==> src/rtl/i2cmbe_pkg.sv <==
package i2cmbe_pkg;

    // Command codes carried in the mode field
    typedef enum logic [2:0] {
        CMD_START = 3'd0,
        CMD_STOP  = 3'd1,
        CMD_SEND  = 3'd2,
        CMD_RECV  = 3'd3,
        CMD_SACK  = 3'd4,
        CMD_RACK  = 3'd5
    } t_cmd;

    localparam logic [2:0] PHASE_IDLE  = 3'd0;
    localparam logic [2:0] PHASE_FIRST = 3'd1;
    localparam logic [2:0] PHASE_SECOND = 3'd2;
    localparam logic [2:0] PHASE_THIRD = 3'd3;
    localparam logic [2:0] BIT_LAST    = 3'd7;
    localparam logic [7:0] WAIT_RESET  = 8'd3;

    // One input item: one tick of bus time
    typedef struct packed {
        logic       cmd_valid;
        logic [2:0] mode;
        logic [7:0] tx_byte;
        logic       sda_in;
    } t_in_item;

    // One result item
    typedef struct packed {
        logic       scl_out;
        logic       sda_out;
        logic       busy_res;
        logic       done_res;
        logic [7:0] rx_byte;
        logic       ack_seen;
    } t_out_item;

    // Sequencer state
    typedef struct packed {
        t_cmd       cmd;
        logic [2:0] phase;
        logic [2:0] bit_count;
        logic [7:0] wait_count;
        logic [7:0] tx_shift;
        logic [7:0] rx_shift;
        logic       scl_level;
        logic       sda_level;
        logic       ack_bit;
    } t_state;

    // Final phase of each command's segment list
    function automatic logic [2:0] last_phase(input t_cmd cmd);
        logic [2:0] res;
        unique case (cmd)
            CMD_START: res = 3'd4;
            CMD_STOP:  res = 3'd3;
            CMD_SEND:  res = 3'd3;
            default:   res = 3'd2;
        endcase
        return res;
    endfunction

endpackage

==> src/rtl/i2c_master_bit_engine_unit.sv <==
// Latency: a result is valid in the cycle after its item is accepted.
// Throughput: one item per cycle unless the output stalls; the sequencer step
// is one registered i2cmbe_step pass; result register refilled while taken.
// Reset: sequencer idle, SCL and SDA high, shift registers and ack cleared,
// wait_ticks set to 3, no result pending.
module i2c_master_bit_engine_unit (
    input  logic                  i_clk,
    input  logic                  i_rst_n,
    input  logic                  i_in_valid,
    output logic                  o_in_ready,
    input  i2cmbe_pkg::t_in_item  i_in_item,
    output logic                  o_out_valid,
    input  logic                  i_out_ready,
    output i2cmbe_pkg::t_out_item o_out_item,
    input  logic                  i_cfg_we,
    input  logic [7:0]            i_cfg_data
);

    i2cmbe_pkg::t_state    r_state;
    i2cmbe_pkg::t_state    n_state;
    i2cmbe_pkg::t_out_item r_out_item;
    i2cmbe_pkg::t_out_item n_out_item;
    logic                  r_out_valid;
    logic [7:0]            r_wait_ticks;
    logic                  in_accept;

    assign o_in_ready = !r_out_valid || i_out_ready;
    assign in_accept  = i_in_valid && o_in_ready;

    i2cmbe_step u_step (
        .i_state      (r_state),
        .i_item       (i_in_item),
        .i_wait_ticks (r_wait_ticks),
        .o_state      (n_state),
        .o_result     (n_out_item)
    );

    // Wait length register
    always_ff @(posedge i_clk) begin
        if (!i_rst_n) begin
            r_wait_ticks <= i2cmbe_pkg::WAIT_RESET;
        end else if (i_cfg_we) begin
            r_wait_ticks <= i_cfg_data;
        end
    end

    // Sequencer state advances once per accepted item
    always_ff @(posedge i_clk) begin
        if (!i_rst_n) begin
            r_state <= '{cmd: i2cmbe_pkg::CMD_START, scl_level: 1'b1, sda_level: 1'b1,
                         default: '0};
        end else if (in_accept) begin
            r_state <= n_state;
        end
    end

    // Result register
    always_ff @(posedge i_clk) begin
        if (!i_rst_n) begin
            r_out_valid <= 1'b0;
        end else if (in_accept) begin
            r_out_valid <= 1'b1;
        end else if (i_out_ready) begin
            r_out_valid <= 1'b0;
        end
    end

    always_ff @(posedge i_clk) begin
        if (in_accept) begin
            r_out_item <= n_out_item;
        end
    end

    assign o_out_valid = r_out_valid;
    assign o_out_item  = r_out_item;

    // A completing item never reports busy
    a_done_not_busy: assert property (@(posedge i_clk) disable iff (!i_rst_n)
        (r_out_valid && r_out_item.done_res) |-> !r_out_item.busy_res)
        else $error("done and busy reported together");

    // Idle sequencer holds no pending wait
    a_idle_wait_clear: assert property (@(posedge i_clk) disable iff (!i_rst_n)
        (r_state.phase == i2cmbe_pkg::PHASE_IDLE) |-> (r_state.wait_count == 8'd0))
        else $error("wait count left over in idle");

    // Bit count only moves for byte commands
    a_bits_byte_cmd: assert property (@(posedge i_clk) disable iff (!i_rst_n)
        (r_state.bit_count != 3'd0) |->
        (r_state.cmd == i2cmbe_pkg::CMD_SEND || r_state.cmd == i2cmbe_pkg::CMD_RECV))
        else $error("bit count set outside a byte command");

    // Busy result means the sequencer is still active
    a_busy_matches: assert property (@(posedge i_clk) disable iff (!i_rst_n)
        $rose(r_out_valid) |-> (r_out_item.busy_res == (r_state.phase != i2cmbe_pkg::PHASE_IDLE)))
        else $error("busy result disagrees with sequencer phase");

endmodule

==> src/rtl/i2cmbe_step.sv <==
module i2cmbe_step (
    input  i2cmbe_pkg::t_state    i_state,
    input  i2cmbe_pkg::t_in_item  i_item,
    input  logic [7:0]            i_wait_ticks,
    output i2cmbe_pkg::t_state    o_state,
    output i2cmbe_pkg::t_out_item o_result
);

    i2cmbe_pkg::t_state s;
    logic               done;
    logic [7:0]         wait_load;

    // Zero wait behaves as one tick
    assign wait_load = (i_wait_ticks == 8'd0) ? 8'd1 : i_wait_ticks;

    always_comb begin
        s    = i_state;
        done = 1'b0;

        // Command start, only from idle and only for defined modes
        if (s.phase == i2cmbe_pkg::PHASE_IDLE && i_item.cmd_valid &&
            i_item.mode <= 3'(i2cmbe_pkg::CMD_RACK)) begin
            s.cmd        = i2cmbe_pkg::t_cmd'(i_item.mode);
            s.tx_shift   = i_item.tx_byte;
            if (i_item.mode == 3'(i2cmbe_pkg::CMD_RECV)) begin
                s.rx_shift = 8'd0;
            end
            s.bit_count  = 3'd0;
            s.wait_count = 8'd0;
            s.phase      = i2cmbe_pkg::PHASE_FIRST;
        end

        if (s.phase != i2cmbe_pkg::PHASE_IDLE) begin
            // Line change on the first tick of each segment
            if (s.wait_count == 8'd0) begin
                unique case (s.cmd)
                    i2cmbe_pkg::CMD_START: begin
                        priority if (s.phase == i2cmbe_pkg::PHASE_FIRST) s.sda_level = 1'b1;
                        else if (s.phase == i2cmbe_pkg::PHASE_SECOND) s.scl_level = 1'b1;
                        else if (s.phase == i2cmbe_pkg::PHASE_THIRD) s.sda_level = 1'b0;
                        else s.scl_level = 1'b0;
                    end
                    i2cmbe_pkg::CMD_STOP: begin
                        priority if (s.phase == i2cmbe_pkg::PHASE_FIRST) s.sda_level = 1'b0;
                        else if (s.phase == i2cmbe_pkg::PHASE_SECOND) s.scl_level = 1'b1;
                        else s.sda_level = 1'b1;
                    end
                    i2cmbe_pkg::CMD_SEND: begin
                        priority if (s.phase == i2cmbe_pkg::PHASE_FIRST) begin
                            s.sda_level = s.tx_shift[7];
                        end else if (s.phase == i2cmbe_pkg::PHASE_SECOND) begin
                            s.scl_level = 1'b1;
                        end else begin
                            s.scl_level = 1'b0;
                            s.tx_shift  = {s.tx_shift[6:0], 1'b0};
                        end
                    end
                    i2cmbe_pkg::CMD_RECV: begin
                        if (s.phase == i2cmbe_pkg::PHASE_FIRST) begin
                            s.scl_level = 1'b1;
                        end else begin
                            s.sda_level = 1'b1;
                            s.rx_shift  = {s.rx_shift[6:0], i_item.sda_in};
                            s.scl_level = 1'b0;
                        end
                    end
                    i2cmbe_pkg::CMD_SACK: begin
                        if (s.phase == i2cmbe_pkg::PHASE_FIRST) begin
                            s.sda_level = s.tx_shift[0];
                            s.scl_level = 1'b1;
                        end else begin
                            s.scl_level = 1'b0;
                        end
                    end
                    // read ack; also serves the unused codes
                    default: begin
                        if (s.phase == i2cmbe_pkg::PHASE_FIRST) begin
                            s.scl_level = 1'b1;
                        end else begin
                            s.sda_level = 1'b1;
                            s.ack_bit   = i_item.sda_in;
                            s.scl_level = 1'b0;
                        end
                    end
                endcase
                s.wait_count = wait_load;
            end

            s.wait_count = s.wait_count - 8'd1;

            // Segment end: next phase, next bit, or command done
            if (s.wait_count == 8'd0) begin
                if (s.phase >= i2cmbe_pkg::last_phase(s.cmd)) begin
                    if ((s.cmd == i2cmbe_pkg::CMD_SEND || s.cmd == i2cmbe_pkg::CMD_RECV) &&
                        s.bit_count < i2cmbe_pkg::BIT_LAST) begin
                        s.bit_count = s.bit_count + 3'd1;
                        s.phase     = i2cmbe_pkg::PHASE_FIRST;
                    end else begin
                        s.phase = i2cmbe_pkg::PHASE_IDLE;
                        done    = 1'b1;
                    end
                end else begin
                    s.phase = s.phase + 3'd1;
                end
            end
        end
    end

    assign o_state = s;

    // Result fields from the updated state
    always_comb begin
        o_result.scl_out  = s.scl_level;
        o_result.sda_out  = s.sda_level;
        o_result.busy_res = (s.phase != i2cmbe_pkg::PHASE_IDLE);
        o_result.done_res = done;
        o_result.rx_byte  = s.rx_shift;
        o_result.ack_seen = s.ack_bit;
    end

endmodule

==> config.mk <==
export PLATFORM = sky130hd
export DESIGN_NAME = i2c_master_bit_engine_unit
export DESIGN_NICKNAME = d
export VERILOG_FILES = /design/src/rtl/i2cmbe_pkg.sv /design/src/rtl/i2c_master_bit_engine_unit.sv /design/src/rtl/i2cmbe_step.sv
export SDC_FILE = /design/constraint.sdc
export NUM_CORES = 1
export LEC_CHECK = 0
export BUFFER_PORTS_ARGS = -buffer_cell sky130_fd_sc_hd__clkbuf_2
export CAP_MARGIN = 10
export CORE_MARGIN = 2
export CORE_UTILIZATION = 35
export DETAILED_ROUTE_END_ITERATION = 7
export PLACE_DENSITY = 0.53
export SLEW_MARGIN = 10
export SYNTH_ARGS = -nofsm -noshare
export SYNTH_HDL_FRONTEND = slang
export SYNTH_SLANG_ARGS = --single-unit
==> constraint.sdc <==
create_clock -name i_clk -period 5.1 [get_ports i_clk]
set_input_delay 0 -clock i_clk [delete_from_list [all_inputs] [get_ports i_clk]]
set_output_delay 0 -clock i_clk [all_outputs]
set_load 0.05 [all_outputs]
## Yosys cells after proc, flatten, opt, wreduce, memory -nomap -nowiden

Index checks and enable logic that the tools add are counted.

| storage, ports and cells | value |
|---|---|
| output and inout port bits | 15 |
| logic and storage cells | 90 |
| bits in registers | 58 |
| input bits | 26 |

| cells by class | value |
|---|---|
| muxes and demuxes | 41 |
| add/sub/neg operators | 3 |
| reductions and logical operators | 18 |
| equality and inequality tests | 8 |
| magnitude comparators | 3 |

Operators with widths:

| cell | count |
|---|---|
| 33-bit 2-to-1 mux | 2 |
| 8-bit 2-to-1 mux | 7 |
| 27-bit 2-to-1 mux | 2 |
| 8-bit logical NOT | 3 |
| 1-bit 2-to-1 mux | 21 |
| 3-bit by 2-bit equality test with 1-bit output, second input constant | 5 |
| 3-bit 2-to-1 mux | 5 |
| 2-bit one-hot mux with 5 select lines | 1 |
| 8-bit by 1-bit subtractor with 8-bit output, second input constant | 1 |
| 3-bit by 1-bit adder with 3-bit output, second input constant | 2 |
| 3-bit by 1-bit equality test with 1-bit output, second input constant | 2 |
| 3-bit logical NOT | 2 |
| 6-bit 2-to-1 mux | 1 |
| 3-bit one-hot mux with 2 select lines | 1 |
| 3-bit nonzero test | 2 |
| 5-bit OR reduction | 1 |
| 1-bit logical AND | 4 |
| 3-bit equality test, second input constant | 1 |
| 3-bit greater-or-equal comparator | 1 |
| 3-bit <= comparator, second input constant | 1 |
| 3-bit less-than comparator, second input constant | 1 |
| 3-bit AND reduction | 1 |
| 1-bit logical OR | 2 |
| 2-bit 2-to-1 mux | 1 |
| 3 further kinds | 3 |

## Longest topological paths before layout

| logic depth | value |
|---|---|
| depth after elaboration | 20 |
| mapped depth | 15 |
| gate-level depth less buffers | 13 |

## Cells and area by module

From an unflattened synthesis, not the netlist that was laid out.

| second synthesis, totals | value |
|---|---|
| cells, all modules | 455 |
| area, all modules | 3,896.2 um2 |

Modules (own cells, without submodules):

| module | area an instance (um2) | sequential area each (um2) | times used | cells an instance |
|---|---|---|---|---|
| i2c_master_bit_engine_unit | 2,208.4 | 1,291.2 | 1 | 200 |
| i2cmbe_step | 1,687.9 | 0.0 | 1 | 255 |

## Least setup slack after synthesis

No wires, ideal clock.

| timing path | value |
|---|---|
| path type | register to register |
| start point | register r_state[32] (netlist name) |
| end point | register r_out_item, in the netlist o_out_item[10], data pin |
| data required time | 4.825 ns |
| period minus slack after synthesis | 3.725 ns |
| arrival | 3.449 ns |
| buffers on the path | 2 |
| stages on the path, launching flop included | 13 |
| setup slack | 1.375 ns |
| path through | dfxtp_1 nor4b_1 nand2_1 buf_2 buf_1 a22oi_1 ha_1 o21ai_0 nor4_2 xnor2_1 or3_4 a2111oi_0 o22ai_1 |

RTL lines:

| item | RTL line | text |
|---|---|---|
| from (decl) | i2c_master_bit_engine_unit.sv:19 | `i2cmbe_pkg::t_state r_state;` |
| from (signal assigned) | i2c_master_bit_engine_unit.sv:50 | `r_state <= '{cmd: i2cmbe_pkg::CMD_START, scl_level: 1'b1, sda_level: 1'b1,` |
| from (signal assigned) | i2c_master_bit_engine_unit.sv:53 | `r_state <= n_state;` |
| to (signal assigned) | i2c_master_bit_engine_unit.sv:70 | `r_out_item <= n_out_item;` |
| to (decl) | i2c_master_bit_engine_unit.sv:21 | `i2cmbe_pkg::t_out_item r_out_item;` |

==> results.md <==
- After synthesis, the share of flip-flops with an asynchronous set or reset is 0.
- The remaining design rule violation count is 0.
- The complex-gate fraction of the synthesized area is 0.198.
- The leading area contributor after synthesis is sky130_fd_sc_hd__dfxtp_1.
- The chip height is 103 um.
- Entering global routing, the biggest net connects 43 pins.
- Yosys attributes the largest share of cell area to sky130_fd_sc_hd__dfxtp_1 26%, sky130_fd_sc_hd__edfxtp_1 11%, sky130_fd_sc_hd__mux2i_1 9.3%, sky130_fd_sc_hd__nor2_1 6.2%, sky130_fd_sc_hd__a21oi_1 6.1%.
- CTS saw 58 sinks.
- The worst hold path belongs to the class input port to register.
- During synthesis, Yosys emitted a total of 0 warnings.
- Of the available clock period, the critical path in the final layout requires 0.795.
- The die boundary width is 103 um.
- The wire length of the first global-routing pass is 14300 um.
- The post-synthesis cell type count is 62.
- The power share of the combinational group is 0.262.
- The number of port buffers is 40.
- Of the total synthesized cell area, the portion taken by AND, OR, NAND and NOR gates is 0.233.
- The number of pins exceeding their max-slew limit in the final report is 0.
- The clock slew seen by the registers of the worst setup and hold paths is 0.07 ns.
- The number of buffers inserted during clock tree synthesis is 9.
- For this block, the via count after detailed routing is between 3k and 4k.
- The slew at the pin closest to its max-slew limit is about 0.76 ns.
- The wire length reported by the detailed router is 8590 um.
- The area of the die is ~11000 um^2.
- In this run the power spent charging and discharging nets is 0.000444 W.
- The maximum level of the CTS H-tree is 3.
- The HPWL after detailed placement is 5960 um.
- The worst voltage drop across the vdd grid is 178 uV.
- For the final routed database, the setup TNS stands at 0 ns.
- The post-synthesis cell count is between 400 and 500.
- The share of the Yosys chip area taken by registers is 0.376.
- The diode insertion count for antenna repair is 0.
- Measured in cells, the most critical reg-to-reg path has a length of 11.
- Prior to clock tree synthesis, the placed netlist has a worst setup slack of 1.11 ns.
- The type of the setup path with the least slack is register to register.
- The sequential power share is 0.383.
- After detailed routing, the number of vias per cell comes to 5.27.
- Setup repair after global routing left no endpoint under its margin.
- The root buffer cell chosen for the clock tree is sky130_fd_sc_hd__clkbuf_8.
- The final worst-path setup slack is 1.05 ns.
- The global route total overflow is 0.
- In this run the tightest slew margin relative to its limit is 0.479.
- Clock latency on the worst-skew pair, taken at its later pin, is 0.35 ns.
- After filler insertion, the fill cell instance count of the layout stands at 986.
- The flow ran to the end, and the final reports show no timing, DRC or antenna violations.
- The number of antenna violations at the first check in global routing was 0.
- The largest family of logic cells by synthesized area is simple AND/OR/NAND/NOR gates.
- The routed design could run at a clock period as short as just over 4 ns.
- The core region is a little under 10000 um^2.
- The final number of hold-violating endpoints is 0.
- The number of setup violations in the final report is 0.
- The start point of the critical path is r_state[32].
- The number of iterations in the first detailed-routing pass is 4.
- The leakage dissipation is between 1.5 and 2 nW.
- The achievable frequency is 247 MHz.
- 41 I/O pins were placed.
- The count of flip-flops with a built-in enable after synthesis is 13.
- The mapped cell area is 3430 um^2.
- The fraction of power consumed by the clock network is 0.356.
- The post-detailed-route count of antenna-violating nets is 0.
- The initial utilization of the core area, before any placement, comes to 0.356.
- The CTS tree is built.
- The via count of the first global-routing pass came to slightly below 3k.
- The max-cap check violation count is 0.
- Internal power comes to 0.000901 W.
- The flip-flop cell with the highest count after synthesis is sky130_fd_sc_hd__dfxtp_1.
- Of the total synthesized cell area, the portion taken by full adders, half adders and majority gates is 0.0401.
- For this design the ratio of total power to cell area is 324 nW/um^2.
- In the final layout, the share of cells above drive strength 1 is 0.162.
- The DRC marker count from the first detailed-route iteration is between 100 and 150.
- Of the total synthesized cell area, the portion taken by XOR and XNOR cells is 0.0128.
- The synthesized area divided by synthesized cell count is 8.39 um^2.
- The number of synthesized register bits is 58.
- The final setup skew is 0.00971 ns.
- The critical path endpoint category is a register.
- The setup slack of the worst register-to-register path is 1.05 ns.
- Along the worst path, the maximum fanout reaches 14.
- The post-synthesis net count is 446.
- The area added between synthesis and finish is 21.1%.
- In this run the critical register-to-register path is launched from r_state[32].
- Of the total power, the share spent switching nets is 0.330.
- After detailed routing, the average wire length per cell comes to 14.3 um.
- The worst register-to-register path ends at o_out_item[10].
- At the worst endpoint, the required time is a little over 5 ns.
- STA classifies the critical path startpoint as a register.
- The global placer's final weighted congestion is 0.881.
- The proportion of netlist area held by the largest area contributor is 0.263.
- The all-layer global routing usage is 0.172.
- By instance count, the leading cell after synthesis is sky130_fd_sc_hd__nor2_1.
- The critical path ends at o_out_item[10].
- The depth of the worst hold-timing path is 5.
- The data arrival time at the worst-slack endpoint is 4.14 ns.
- No sink is reached through more buffers than the 2 on the longest clock path.
- After synthesis, the most frequently instantiated cells are 57 x sky130_fd_sc_hd__nor2_1, 52 x sky130_fd_sc_hd__nand2_1, 45 x sky130_fd_sc_hd__dfxtp_1.
- The net count reported at finish is roughly 500.
- The portion of synthesized area spent on multiplexers is 0.0999.
- The row count is 36.
## cells in the final DEF (no fill, tap or decap), drive strengths merged, types with 2 or more instances in the layout
cell type,Yosys,layout
o21ai,10,10
inv,13,14
a211oi,5,5
nand2b,4,4
o22ai,2,2
nand3,12,12
o211ai,2,2
xnor2,4,4
nor2,57,57
clkbuf,15,50
a31oi,4,4
mux2i,32,32
nand4,2,2
nor2b,3,3
nor3,13,13
buf,5,7
a21oi,43,43
ha,11,11
a2111oi,3,3
o22a,3,3
a22oi,12,12
and3,3,3
nor4,5,5
nand2,52,52
and2,5,5
a21o,4,4
dlygate4sd3,0,17
mux2,2,2
bufinv,0,2
edfxtp,13,13
clkinv,1,3
dfxtp,45,45
or3,2,2
## worst max-delay path: stages, from the launching register on
cell                        delay [ns]
sky130_fd_sc_hd__dfxtp_1          0.39
sky130_fd_sc_hd__or4b_4           0.59
sky130_fd_sc_hd__a21oi_4          0.38
sky130_fd_sc_hd__mux2i_1          0.71
sky130_fd_sc_hd__nand3_1          0.23
sky130_fd_sc_hd__inv_1            0.11
sky130_fd_sc_hd__ha_1             0.23
sky130_fd_sc_hd__a21o_1           0.15
sky130_fd_sc_hd__a21oi_1          0.31
sky130_fd_sc_hd__nor2b_1          0.12
sky130_fd_sc_hd__a2111oi_0        0.43
sky130_fd_sc_hd__o22ai_1          0.14
## registers in the layout (all words and copies together) (netlist names)
signal,flops
o_out_item,13
o_out_valid,1
r_state,36
r_wait_ticks,8
## worst min path at each step
| stage | startpoint | end |
|---|---|---|
| floorplan | i_rst_n | r_wait_ticks[0] |
| global placement | i_cfg_data[0] | r_wait_ticks[0] |
| detailed placement | i_cfg_data[0] | r_wait_ticks[0] |
| CTS | i_in_item[1] | r_state[11] |
| global route | i_in_item[3] | r_state[13] |
| finish | i_in_item[1] | r_state[11] |
## metrics by stage
stage,hold WS (ns),cells,util,instance area [um^2],total power [W]
finish,0.0840,602,0.431,4150,0.00134
global route,0.0942,602,0.431,4150,0.00142
CTS,0.0583,602,0.431,4150,0.00136
detailed placement,0.224,569,0.391,3770,0.000864
global placement,0.217,569,0.391,3770,0.000863
floorplan,0.0619,409,-,3430,0.000783
## routing by layer
metal / vias to the layer above / track usage / routed length (um)
met1: 1485 / 0.221 / 3990
met2: 89 / 0.284 / 4080
met5: - / 0 / 0
met4: 0 / 0.0617 / 150
met3: 19 / 0.0407 / 378
li1: 1581 / - / -
## logic make-up after synthesis
group,Yosys count
simple gates,166
compound gates,101
flops,58
buf+inv,34
mux,34
fa+ha+maj,11
xor+xnor,5
## cell type report
class                      count  area [um^2]  area share
clock buffer                  10          128      0.0307
clock inverter                 6         90.1      0.0217
inverter                      14         52.6      0.0127
multi-input combinational    317         2000       0.482
sequential                    58         1290       0.311
tap                          133          166      0.0401
timing repair buffer          64          423       0.102
## power by group through the flow
stage | registers, W | clock network [W] | logic (W)
after floorplan | 0.000548 | 0 | 0.000235
after global placement | 0.000524 | 0 | 0.000338
after detailed placement | 0.000525 | 0 | 0.000339
after CTS | 0.000514 | 0.000493 | 0.000351
after global routing | 0.000518 | 0.000512 | 0.000388
final | 0.000514 | 0.000478 | 0.000352
## repair_timing
action                                  CTS  global route
buffers inserted                          0             0
hold buffers                             17             0
endpoints found under the hold margin    15             0
endpoints found under the setup margin    0             0
resized for setup                         0             0
Note: power is estimated with default switching activity, not from simulation.
